$ cat config.mk
export PLATFORM = sky130hd
export DESIGN_NAME = chte_queue
export DESIGN_NICKNAME = d
export VERILOG_FILES = /design/src/design/chte_pkg.sv /design/src/design/chte_queue.sv
export SDC_FILE = /design/constraint.sdc
export NUM_CORES = 1
export LEC_CHECK = 0
export BUFFER_PORTS_ARGS = -buffer_cell sky130_fd_sc_hd__buf_4
export CAP_MARGIN = 20
export CORE_ASPECT_RATIO = 2
export CORE_UTILIZATION = 34
export DETAILED_ROUTE_END_ITERATION = 6
export PLACE_DENSITY = 0.58
export SETUP_SLACK_MARGIN = 0.2
export SLEW_MARGIN = 5
export SYNTH_ARGS = -nofsm -noshare
export SYNTH_HDL_FRONTEND = slang
export SYNTH_SLANG_ARGS = --single-unit
$ cat constraint.sdc
create_clock -name clk -period 7.3 [get_ports clk]
set_input_delay 0 -clock clk [delete_from_list [all_inputs] [get_ports clk]]
set_output_delay 0 -clock clk [all_outputs]
set_load 0.02 [all_outputs]
$ cat src/design/chte_pkg.sv
// Shared types and constants of the chained hash table engine.
`default_nettype none
package chte_pkg;

	typedef enum logic [1:0] {
		CMD_PUT    = 2'd0,
		CMD_GET    = 2'd1,
		CMD_REMOVE = 2'd2,
		CMD_CLEAR  = 2'd3
	} cmd_t;

	typedef enum logic [1:0] {
		STAT_OK        = 2'd0,
		STAT_NOT_FOUND = 2'd1,
		STAT_FULL      = 2'd2,
		STAT_UNUSED    = 2'd3
	} status_t;

	localparam logic [31:0] MIX_MUL   = 32'h045d9f3b;
	localparam int          MIX_SHIFT = 16;

	typedef struct packed {
		cmd_t        cmd;
		logic [31:0] key;
		logic [31:0] value;
	} item_t;

	// Item with its mixed key, as it travels from the hash front to the table back end.
	typedef struct packed {
		item_t       item;
		logic [63:0] hash;
	} qent_t;

endpackage
`default_nettype wire

$ cat src/design/chte_queue.sv
// Two-entry queue that decouples the hash front from the table back end.
`default_nettype none
module chte_queue (
	input  wire logic             clk,
	input  wire logic             arst_n,
	input  wire logic             in_valid,
	output logic                  in_stall,
	input  wire chte_pkg::qent_t  in_data,
	output logic                  out_valid,
	input  wire logic             out_stall,
	output chte_pkg::qent_t       out_data
);

	chte_pkg::qent_t mem_q [2];
	logic       wp_q, rp_q;
	logic [1:0] cnt_q;
	logic       push, pop;

	assign in_stall  = (cnt_q == 2'd2);
	assign out_valid = (cnt_q != 2'd0);
	assign push      = in_valid && !in_stall;
	assign pop       = out_valid && !out_stall;
	assign out_data  = mem_q[rp_q];

	always_ff @(posedge clk or negedge arst_n) begin
		if (!arst_n) begin
			wp_q  <= 1'b0;
			rp_q  <= 1'b0;
			cnt_q <= 2'd0;
		end else begin
			if (push) wp_q <= !wp_q;
			if (pop)  rp_q <= !rp_q;
			unique case ({push, pop})
				2'b10:   cnt_q <= cnt_q + 2'd1;
				2'b01:   cnt_q <= cnt_q - 2'd1;
				default: cnt_q <= cnt_q;
			endcase
		end
	end

	always_ff @(posedge clk) begin
		if (push) mem_q[wp_q] <= in_data;
	end

endmodule
`default_nettype wire

; ---- Word-level counts from Yosys, hierarchy flattened
; Memories as Yosys holds them, arrays and structs flattened.
; Cells that the tools add are included.
; W data, S select, Z words.
[op_classes]
n_mux = 3
add_sub_neg = 2
eq_ne = 3
reduce_logical = 8
[ops]
columns = cell, n
row1 = $eq A2 B2 Y1 const B, 2
row2 = $logic_not A1 Y1, 4
row3 = $pmux W2 S2, 1
row4 = $reduce_bool A2 Y1, 2
row5 = $add A2 B1 Y2 const B, 1
row6 = $eq A2 B1 Y1 const B, 1
row7 = $logic_and A1 B1 Y1, 2
row8 = $mux W1, 2
row9 = $sub A2 B1 Y2 const B, 1
[word_totals]
regBits = 4
out_inout_bits = 132
ramBits = 260
memories = 1
word_cells = 20
[mem_list]
columns = name, depth, width, read_ports, rd_clocked_by_memory_dff, write_ports, line
row1 = mem_q, 2, 130, 1, 0, 1, chte_queue.sv:14  ; chte_pkg::qent_t mem_q [2];

; ---- Logic depth before layout (Yosys ltp)
[logic_depth]
ltp_word = 5
depth_mapped = 6

; ---- Least setup slack after synthesis
; No wires, ideal clock.
[synth_path]
kind = flip-flop to flip-flop
startpoint = register cnt_q[0]
endpoint = memory mem_q[0][0] in the netlist's numbering (enable)
arrival_ps = 6031
path_buffers = 0
path_stages_with_launch = 4
required_ps = 6679
period_less_slack_ps = 6651
setup_slack_ps = 649
cell_sequence = dfrtp_1 nand2b_1 nand2_1 nor2_1
[synth_via]
elab_chain_len = 5
[synth_lines]
columns = element, line
row1 = start: declaration, chte_queue.sv:16  ; logic [1:0] cnt_q;
row2 = start signal: assignment, chte_queue.sv:34  ; 2'b10: cnt_q <= cnt_q + 2'd1;
row3 = start signal: assignment, chte_queue.sv:35  ; 2'b01: cnt_q <= cnt_q - 2'd1;
row4 = start signal: assignment, chte_queue.sv:36  ; default: cnt_q <= cnt_q;
row5 = $eq A2 B2 Y1, chte_queue.sv:19  ; assign in_stall = (cnt_q == 2'd2);
row6 = $logic_not A1 Y1, chte_queue.sv:21  ; assign push = in_valid && !in_stall;
row7 = $logic_and A1 B1 Y1, chte_queue.sv:21
row8 = $mux W1, chte_queue.sv:42  ; if (push) mem_q[wp_q] <= in_data;
row9 = $mux W1 (implied by the code), chte_queue.sv:42
row10 = end: declaration, chte_queue.sv:14
; No other way between the ends.

; ---- Final worst setup path
[layout_path]
startpoint = register cnt_q[0]
endpoint = memory mem_q[1][95] in the netlist's numbering (enable)
; Same word-level chain as after synthesis.

==> reports/metrics.cfg <==
[outcome]
status = finished clean

[setup_path]
max_stage_delay_ns = 0.85
rr_startpoint = cnt_q[0]
critPathMaxFanout = 72
startpoint = cnt_q[0]
rr_worst_depth = 3
worst_ep_arrival_time_ns = 2.85
reg2reg_to = mem_q[1][95]
cp-end-kind = register
rrSetupSlack_ns = 4.59
critPathSlowestCell = buf_4
critPathBufInv = 1
crit_type = reg -> reg
crit_chain = nand2b_1 -> and3_4 -> buf_4
worstSetupStartpointType = register
required_ns = 7.44
crit_cells = 3
cp-endpoint = mem_q[1][95]
cp_top_family = simple AND/OR/NAND/NOR gates

[clock_tree]
clk_path_buf_depth = 3
cts.clk_slew.worst_paths_ns = 0.07
ctsHtreeMaxLevel = 1
tritoncts = built
cts_buffers = 24
root_buffer = clkbuf_16
clk_latency_ns = 0.52
cts_resized = 0
cts_num_sinks = 264

[placement]
place_inst = 1038
io_buffers = 265
gp_congestion = 0.717
hpwl_um = 14500
place_ws_ns = 4.53

[route]
viasPerCell = 4.44
num_vias = 5394
first_pass_iters = 4
post_drt_wl_per_cell_um = 17.7
ant_nets = 0
drc_errors = 0
initialDrtViolationCount = 182
routed_wl_um = 21500

[global_routing]
use_met2_pct = 29.2
use_met3_pct = 2.26
grt-ovfl-total = 0
grt_pass1_vias = 6086
use_met1_pct = 12.7
antenna_found_initial = 0
grt_use_total_pct = 14.3
top_usage_layer = met2
grt_pass1_wl_um = 32100
grt_max_degree = 74

[sta]
finalWorstSetupSlack_ns = 4.59
hold_viol_final = 0
slew_headroom_pct = 31.0
finClkSkew_ns = 0.0159
rsz0062_at_grt = false
fin_crit_sh_pct = 37.1
setup-violations-final = 0
worstMarginPinSlew_ns = 1.03
setup_tns_ns = 0
timing.final.crit_period_ns = 2.71
timing.fmax_ghz = 0.369
report.final.slew_viol_count = 0

[synthesis]
synth_seq_cells = 264
synth_top_area_share_pct = 78.4
yosysTopAreaCell = edfxtp_1
ys_warn_count = 0
synth_area_sq_um = 9950
synthDistinctLibCells = 17
syn_area_per_cell_sq_um = 23.5
synth_nets = 558
seq_area_frac_synth_pct = 79.4
synth_area_leaders = edfxtp_1 (78%), mux2_4 (14%), mux2_2 (4.5%)
synth_cells = 423

[floorplan]
core_area_sq_um = 28800
die_x_um = 123
dieHeight_um = 244
boundaryPins = 266
fp-row-count = 88
dieArea_sq_um = 30000
start_util_pct = 34.5

[final_layout]
area_growth_pct = 44.7
mostFrequentLayoutCell = buf_4
drive_above_1_share_pct = 51.4
utilization_pct = 49.9
stdcell_count = 1214
antenna_cells = 0
fin_nets = 973
final_cell_mix = buf_4 (270), edfxtp_1 (260), dlygate4sd3_1 (134), mux2_4 (90), mux2_2 (40)

[worst_hold_path]
hold_path.class = in -> reg

[run]
cap_violations = 0

[pwr]
power.density_nw_per_um2 = 383
ir_worst_vdd_mv = 0.290
p_leak_nw = 5.64

==> cells by family after synthesis <==
logic type	after synthesis	synth area share, %
flip-flops	264	79.4
multiplexers	130	18.1
buffers and inverters	16	1.52
AND/OR/NAND/NOR	7	0.377
XOR/XNOR	5	0.440
adder cells (fa/ha/maj)	1	0.126
==> timing repair <==
item / 4_1_cts / 5_1_grt
hold buffers: 134 / 0
buffers inserted: 0 / 0
hold endpoints to repair: 266 / 0
==> metal layers <==
metal	routed length (um)	share of wire (%)
met5	0	0
met4	882	4.1
met3	1110	5.2
met2	12800	60
met1	6690	31
==> cells in the mapped netlist <==
cell type	instances
and2b_1	1
dfrtp_1	4
nand2b_1	1
buf_8	1
mux2_2	40
and3_1	1
nor2_1	2
or2_2	1
edfxtp_1	260
ha_1	1
mux2_4	90
nand2_1	1
buf_2	4
buf_6	10
xnor2_1	3
xor2_1	2
inv_1	1
==> report_power, final <==
| group | internal [mW] | switching, mW | total, mW |
|---|---|---|---|
| clock network | 0.697 | 0.530 | 1.23 |
| logic | 1.01 | 1.09 | 2.09 |
| registers | 2.08 | 0.118 | 2.20 |
| total | 3.78 | 1.73 | 5.52 |
==> layout make-up <==
class / instances / area [sq um]
timing repair buffer: 404 / 3370
inverter: 1 / 3.75
clock inverter: 13 / 121
tap: 360 / 450
fill: 2409 / 14400
clock buffer: 29 / 641
multi-input combinational: 143 / 1910
sequential: 264 / 7910
==> flip-flops by register name, summed over array words and instances (netlist names) <==
name   cells
cnt_q      2
mem_q    260
rp_q       1
wp_q       1
==> how the worst min path moves through the flow <==
stage                         end  depth (start not counted)    startpoint
floorplan                cnt_q[0]                          0        arst_n
global placement             wp_q                          1        arst_n
detailed placement       cnt_q[0]                          1        arst_n
CTS                  mem_q[1][21]                          2   in_data[21]
global route        mem_q[1][118]                          2  in_data[118]
finish               mem_q[1][16]                          2   in_data[16]
==> worst register-to-register path, delay by kind of cell (launching register included) <==
family / cells / cell delay, ns
buf+inv: 1 / 0.86
flops: 1 / 0.40
simple gates: 2 / 0.95
==> through the flow <==
stage / total power, mW / area (sq um) / hold slack [ns]
floorplan: 3.60 / 9950 / -0.296
global placement: 4.26 / 12300 / -0.200
detailed placement: 4.31 / 12300 / -0.199
CTS: 5.61 / 14400 / 0.173
global route: 5.76 / 14400 / 0.192
finish: 5.52 / 14400 / 0.203
No activity file was read; power rests on OpenSTA's default activity.
