**src/design/chte_pkg.sv**
```systemverilog
// Shared types and constants of the chained hash table engine.
`default_nettype none
package chte_pkg;

	typedef enum logic [1:0] {
		CMD_PUT    = 2'd0,
		CMD_GET    = 2'd1,
		CMD_REMOVE = 2'd2,
		CMD_CLEAR  = 2'd3
	} cmd_t;

	typedef enum logic [1:0] {
		STAT_OK        = 2'd0,
		STAT_NOT_FOUND = 2'd1,
		STAT_FULL      = 2'd2,
		STAT_UNUSED    = 2'd3
	} status_t;

	localparam logic [31:0] MIX_MUL   = 32'h045d9f3b;
	localparam int          MIX_SHIFT = 16;

	typedef struct packed {
		cmd_t        cmd;
		logic [31:0] key;
		logic [31:0] value;
	} item_t;

	// Item with its mixed key, as it travels from the hash front to the table back end.
	typedef struct packed {
		item_t       item;
		logic [63:0] hash;
	} qent_t;

endpackage
`default_nettype wire

```
**src/design/chte_front.sv**
```systemverilog
// Hash front: takes transactions and mixes the key over a stalling pipeline.
`default_nettype none
module chte_front (
	input  wire logic             clk,
	input  wire logic             arst_n,
	input  wire logic             in_valid,
	output logic                  in_stall,
	input  wire chte_pkg::item_t  in_item,
	output logic                  q_valid,
	input  wire logic             q_stall,
	output chte_pkg::qent_t       q_data
);

	logic adv;
	logic v1_s1, v2_s2, v3_s3, v4_s4, v5_s5, v6_s6;
	chte_pkg::item_t it_s1, it_s2, it_s3, it_s4, it_s5, it_s6;
	logic [63:0] h0, r1_s1, a1_s2, p1_s3, r2_s4, a2_s5, p2_s6;
	logic [31:0] hi1_s2, hi2_s5, hi1_mul, hi2_mul;

	assign adv      = !v6_s6 || !q_stall;
	assign in_stall = !adv;
	assign h0       = {{32{in_item.key[31]}}, in_item.key};
	assign hi1_mul  = hi1_s2 * chte_pkg::MIX_MUL;
	assign hi2_mul  = hi2_s5 * chte_pkg::MIX_MUL;

	always_ff @(posedge clk or negedge arst_n) begin
		if (!arst_n) begin
			v1_s1 <= 1'b0;
			v2_s2 <= 1'b0;
			v3_s3 <= 1'b0;
			v4_s4 <= 1'b0;
			v5_s5 <= 1'b0;
			v6_s6 <= 1'b0;
		end else if (adv) begin
			v1_s1 <= in_valid;
			v2_s2 <= v1_s1;
			v3_s3 <= v2_s2;
			v4_s4 <= v3_s3;
			v5_s5 <= v4_s4;
			v6_s6 <= v5_s5;
		end
	end

	// Two rounds, each an xor-shift, then a multiply in two halves (upper half keeps its low word).
	always_ff @(posedge clk) begin
		if (adv) begin
			it_s1  <= in_item;
			r1_s1  <= (h0 >> chte_pkg::MIX_SHIFT) ^ h0;
			it_s2  <= it_s1;
			a1_s2  <= 64'(r1_s1[31:0]) * 64'(chte_pkg::MIX_MUL);
			hi1_s2 <= r1_s1[63:32];
			it_s3  <= it_s2;
			p1_s3  <= a1_s2 + {hi1_mul, 32'd0};
			it_s4  <= it_s3;
			r2_s4  <= (p1_s3 >> chte_pkg::MIX_SHIFT) ^ p1_s3;
			it_s5  <= it_s4;
			a2_s5  <= 64'(r2_s4[31:0]) * 64'(chte_pkg::MIX_MUL);
			hi2_s5 <= r2_s4[63:32];
			it_s6  <= it_s5;
			p2_s6  <= a2_s5 + {hi2_mul, 32'd0};
		end
	end

	assign q_valid     = v6_s6;
	assign q_data.item = it_s6;
	assign q_data.hash = (p2_s6 >> chte_pkg::MIX_SHIFT) ^ p2_s6;

endmodule
`default_nettype wire

```
**config.mk**
```make
export PLATFORM = sky130hd
export DESIGN_NAME = chte_front
export DESIGN_NICKNAME = d
export VERILOG_FILES = /design/src/design/chte_pkg.sv /design/src/design/chte_front.sv
export SDC_FILE = /design/constraint.sdc
export NUM_CORES = 2
export LEC_CHECK = 0
export BUFFER_PORTS_ARGS = -buffer_cell sky130_fd_sc_hd__buf_2
export CAP_MARGIN = 20
export CORE_ASPECT_RATIO = 1.25
export CORE_MARGIN = 2
export CORE_UTILIZATION = 45
export DETAILED_ROUTE_END_ITERATION = 8
export GPL_TIMING_DRIVEN = 0
export PLACE_DENSITY = 0.71
export SETUP_SLACK_MARGIN = 0.1
export SYNTH_ARGS = -nofsm -noshare
export SYNTH_HDL_FRONTEND = slang
export SYNTH_SLANG_ARGS = --single-unit
```
**constraint.sdc**
```tcl
create_clock -name clk -period 49.2 [get_ports clk]
set_clock_uncertainty 0.15 [all_clocks]
set_input_delay 4.92 -clock clk [delete_from_list [all_inputs] [get_ports clk]]
set_output_delay 4.92 -clock clk [all_outputs]
set_load 0.02 [all_outputs]
```
=== Word level (Yosys, flattened, before mapping) ===
Cells that the tools add are included.

* Register bits: 840
* Input port bits: 70
* Output and inout bits: 132
* Word-level logic and storage cells: 45

* Add/sub/neg operators: 2
* $mul: 4
* Bitwise logic cells: 3
* Reduce and logical (&&, ||, !) cells: 4

{| class="wikitable"
|+ Operators by type and width
! cell !! count
|-
| 48-bit by 64-bit XOR with 64-bit output || 3
|-
| 59-bit by 64-bit adder with 64-bit output || 2
|-
| 32-bit by 27-bit multiplier with 59-bit output (second input constant) || 2
|-
| 32-bit by 27-bit multiplier with 32-bit output (second input constant) || 2
|-
| 1-bit logical NOT || 3
|-
| 1-bit logical OR || 1
|}

=== Depth between registers and ports, before layout ===
* Word-level depth: 3
* Mapped depth: 32
* Depth with buffers taken out: 31

=== Worst setup path after synthesis ===
Ideal clock, no wire load.

* Path type: input to output
* Start point: input port q_stall
* End point: output port in_stall
* Data arrival time: 23.596 ns
* Data required time: 44.130 ns
* Slack: 20.534 ns
* Cell stages on the path: 2
* Path buffers: 0
* Cells stage by stage: nand2_1 > inv_1

* Longest elaborated chain between the ends: 3

{| class="wikitable"
|+ RTL lines
! element !! RTL line !! source
|-
| start, declared || chte_front.sv:10 || <nowiki>input wire logic q_stall,</nowiki>
|-
| 1-bit logical NOT || chte_front.sv:20 || <nowiki>assign adv = !v6_s6 || !q_stall;</nowiki>
|-
| 1-bit logical OR || chte_front.sv:20 ||
|-
| 1-bit logical NOT || chte_front.sv:21 || <nowiki>assign in_stall = !adv;</nowiki>
|-
| end, declared || chte_front.sv:7 || <nowiki>output logic in_stall,</nowiki>
|}

Every way passes these cells.

=== Final worst setup path ===
Same ends and word-level chain as after synthesis.

==> results by group <==
Clocking
  – CTS Hold Bufs: 0
  – Clock Path Buffers: 3
  – CTS clk-pin slew, worst paths: 0.06 ns
  – Number of sinks handled by clock tree synthesis: 763
  – CTS H-tree lvls: 3
  – Post-cts resize count: 0
  – Clock root buffer: sky130_fd_sc_hd__clkbuf_16
  – Number of CTS-inserted buffers: 77
  – Clock tree from TritonCTS: yes
  – Clock latency on the worst-skew pair: 0.70 ns
  – Post-CTS setup repair buffer count: 0

Synth
  – Synth area leaders: sky130_fd_sc_hd__edfxtp_1 35%, sky130_fd_sc_hd__fa_1 29%, sky130_fd_sc_hd__ha_1 15%, sky130_fd_sc_hd__inv_1 9.3%, sky130_fd_sc_hd__xor2_1 2.4%
  – Distinct cell type count of the synthesized netlist: 69
  – Post-synth EDFFs: 757
  – Number of warnings issued by yosys: 0
  – Top-area cell type share of the netlist area: 0.3492
  – Primary flip-flop cell chosen by synthesis mapping: sky130_fd_sc_hd__edfxtp_1
  – Count of state elements after synthesis: 763
  – Cell type with the highest aggregate area in the netlist: sky130_fd_sc_hd__edfxtp_1
  – Gate count after technology mapping: 5193
  – Synthesized netlist net count: 6988
  – Sequential fraction of the synthesis area: 0.3515
  – Synth async-reset ratio: 0.007864
  – Synthesized area divided by synthesized cell count: 12.54 um^2
  – Post-synthesis instance area: 65100 um^2

Global routing
  – All-layer global routing usage: 0.2005
  – Global-route wire length before repair: 222.7 mm
  – Number of antenna violations at the first check in global routing: 2
  – Remaining Overflow, GRT: 0
  – Pin count of the biggest net entering global routing: 77
  – Number of global-route vias before repair: 39415

Worst setup path
  – Crit-path most repeated cell: sky130_fd_sc_hd__buf_16
  – Nature of the critical path startpoint: input pin
  – Critical Path RT: 44.13 ns
  – Cell breakdown of the critical path: buf_2 > nand2_4 > buf_16 > buf_16 > buf_16 > inv_1 > buf_2
  – Largest stage delay on the critical path: 0.39 ns
  – Category of the worst setup path capture point: output port
  – R2R cell count: 30
  – Endpoint arrival time on the critical path: 6.80 ns
  – Slowest CP cell: sky130_fd_sc_hd__nand2_4
  – Highest net fanout along the worst path: 76
  – Worst setup path category: in2out

Detailed routing
  – Remaining number of nets flagged by the antenna check after routing: 0
  – Number of DRC violations after detailed-routing iteration 0: 1939
  – Count of TritonRoute iterations in the first routing pass: 5
  – Number of DRC violations after detailed routing: 0
  – Wire length after detailed routing: 144.3 mm
  – Average wire per cell in the routed design: 19.38 um
  – Ratio of routed vias to standard cells: 4.863
  – Vias post-DR: 36200

STA
  – Final-report setup violation count: 0
  – Max transition margin: 0.3956
  – Crit path time final: 11.87 ns
  – Actual slew at the worst max-slew pin: 0.9066 ns
  – RSZ-0062 raised after global routing: false
  – Post-route setup TNS: 0 ns
  – Final Hold Vio Count: 0
  – Highest attainable clock frequency: 0.08422 GHz
  – Post-route clock period utilization: 0.2413
  – Count of final max-slew check failures: 0

Die
  – Core region area: 144000 um^2
  – Number of ports placed on the die boundary: 202
  – Starting density of the core: 0.4520
  – Row Count: 156
  – Area of the die: 147800 um^2
  – Die height: 429.3 um
  – Die width: 344.2 um

Outcome
  – Run status: completed

Finish
  – Most frequent standard cell in the layout excluding fill and tap cells: sky130_fd_sc_hd__inv_1
  – Syn-to-layout area delta: 9.615%
  – Commonest non-fill, non-tap cells in the layout: 1605 x sky130_fd_sc_hd__inv_1, 956 x sky130_fd_sc_hd__fa_1, 769 x sky130_fd_sc_hd__ha_1, 757 x sky130_fd_sc_hd__edfxtp_1, 204 x sky130_fd_sc_hd__buf_2
  – Fraction of final layout cells sized beyond drive strength 1: 0.06795
  – Total Nets Final: 7280
  – Antenna cells: 0

Placed design
  – Final estimated routing congestion in global placement: 0.9976
  – Number of input and output port buffers inserted: 201
  – Placed wire-length estimate: 121.8 mm

Flow run
  – Max-cap violation count: 0

Min path
  – Hold Path Class: reg2reg
  – Hold Path Cell Cnt: 0
[area by class of cell]
cell class	instances	area (um^2)
clock buffer	94	1991
timing repair buffer	213	1314
fill	12559	72680
buffer	27	163.9
inverter	1605	6025
clock inverter	48	575.6
tap	1896	2372
sequential	763	22880
multi-input combinational	2798	36040
[cell families after synthesis]
logic type	share of synthesized area
adders and majority gates	0.4418
buffers and inverters	0.09506
and+or+nand+nor	0.02372
muxes	0.0008648
xor gates and xnor gates	0.04130
AOI/OAI and AO/OA	0.04584
DFF	0.3515
[per-stage QoR]
stage	worst slack [ns]	hold WS (ns)	instances	area [um^2]	util
after global placement	17.23	0.2502	7290	68480	0.4754
after floorplan	20.53	0.2503	5193	65100	-
after detailed placement	37.29	0.2545	7302	68800	0.4776
after CTS	37.32	0.2448	7444	71360	0.4954
final	37.33	0.2540	7444	71360	0.4954
after global routing	37.19	0.2608	7444	71360	0.4954
[critical path: cells and delay by family]
kind / cells / cell delay, ns
buffers and inverters: 6 / 1.32
and+or+nand+nor: 1 / 0.39
[flip-flops by register name (all words and copies together) (netlist names), 61 cells and up]
| signal | cells |
|---|---|
| q_data | 66 |
| it_s1 | 65 |
| it_s2 | 65 |
| it_s3 | 65 |
| it_s4 | 65 |
| it_s5 | 65 |
| p2_s6 | 64 |
| p1_s3 | 61 |
| r2_s4 | 61 |
[worst paths after layout]
check                                     from                   to  slack (ns)
min in group asynchronous               arst_n    v4_s4$_DFFE_PN0N_        3.88
max reg2reg                hi2_s5[3]$_DFFE_PN_  p2_s6[62]$_DFFE_PN_       40.12
max in group asynchronous               arst_n  q_valid$_DFFE_PN0N_       44.87
max                                    q_stall             in_stall       37.33
min reg2reg                it_s2[65]$_DFFE_PN_  it_s3[65]$_DFFE_PN_        0.25
min                        it_s2[65]$_DFFE_PN_  it_s3[65]$_DFFE_PN_        0.25
[cells in the mapped netlist (3+ instances only)]
master and n:
sky130_fd_sc_hd__a2111oi_0 6, sky130_fd_sc_hd__a211o_1 3, sky130_fd_sc_hd__a211oi_1 10, sky130_fd_sc_hd__a21boi_0 3, sky130_fd_sc_hd__a21o_1 101, sky130_fd_sc_hd__a21oi_1 137
sky130_fd_sc_hd__a221oi_1 5, sky130_fd_sc_hd__a311oi_1 5, sky130_fd_sc_hd__a31o_2 6, sky130_fd_sc_hd__a31oi_1 15, sky130_fd_sc_hd__and2_1 7, sky130_fd_sc_hd__and3_1 19
sky130_fd_sc_hd__buf_4 16, sky130_fd_sc_hd__clkbuf_1 8, sky130_fd_sc_hd__dfrtp_1 6, sky130_fd_sc_hd__edfxtp_1 757, sky130_fd_sc_hd__fa_1 956, sky130_fd_sc_hd__ha_1 769
sky130_fd_sc_hd__inv_1 1605, sky130_fd_sc_hd__mux2_2 5, sky130_fd_sc_hd__nand2_1 69, sky130_fd_sc_hd__nand2b_1 21, sky130_fd_sc_hd__nand3_1 23, sky130_fd_sc_hd__nand4_1 16
sky130_fd_sc_hd__nor2_1 83, sky130_fd_sc_hd__nor2b_1 24, sky130_fd_sc_hd__nor3_1 23, sky130_fd_sc_hd__nor3b_1 4, sky130_fd_sc_hd__nor4_1 5, sky130_fd_sc_hd__o211ai_1 3
sky130_fd_sc_hd__o21a_1 23, sky130_fd_sc_hd__o21ai_0 60, sky130_fd_sc_hd__o21ai_1 9, sky130_fd_sc_hd__o21bai_1 20, sky130_fd_sc_hd__o22ai_1 3, sky130_fd_sc_hd__o31ai_1 7
sky130_fd_sc_hd__or2_2 3, sky130_fd_sc_hd__or3_1 8, sky130_fd_sc_hd__xnor2_1 126, sky130_fd_sc_hd__xor2_1 181
[routing by layer]
layer  vias to the layer above  global-route usage  wire [um]
met1                     18239              0.2372      56020
li1                      16931                   -          -
met5                         -                   0         18
met3                       258             0.02568       5630
met4                         2             0.09123       7118
met2                       770              0.3605      75480
Power is not shown: default switching activity piles up to over one toggle a cycle in this logic, so the estimate is an artifact.
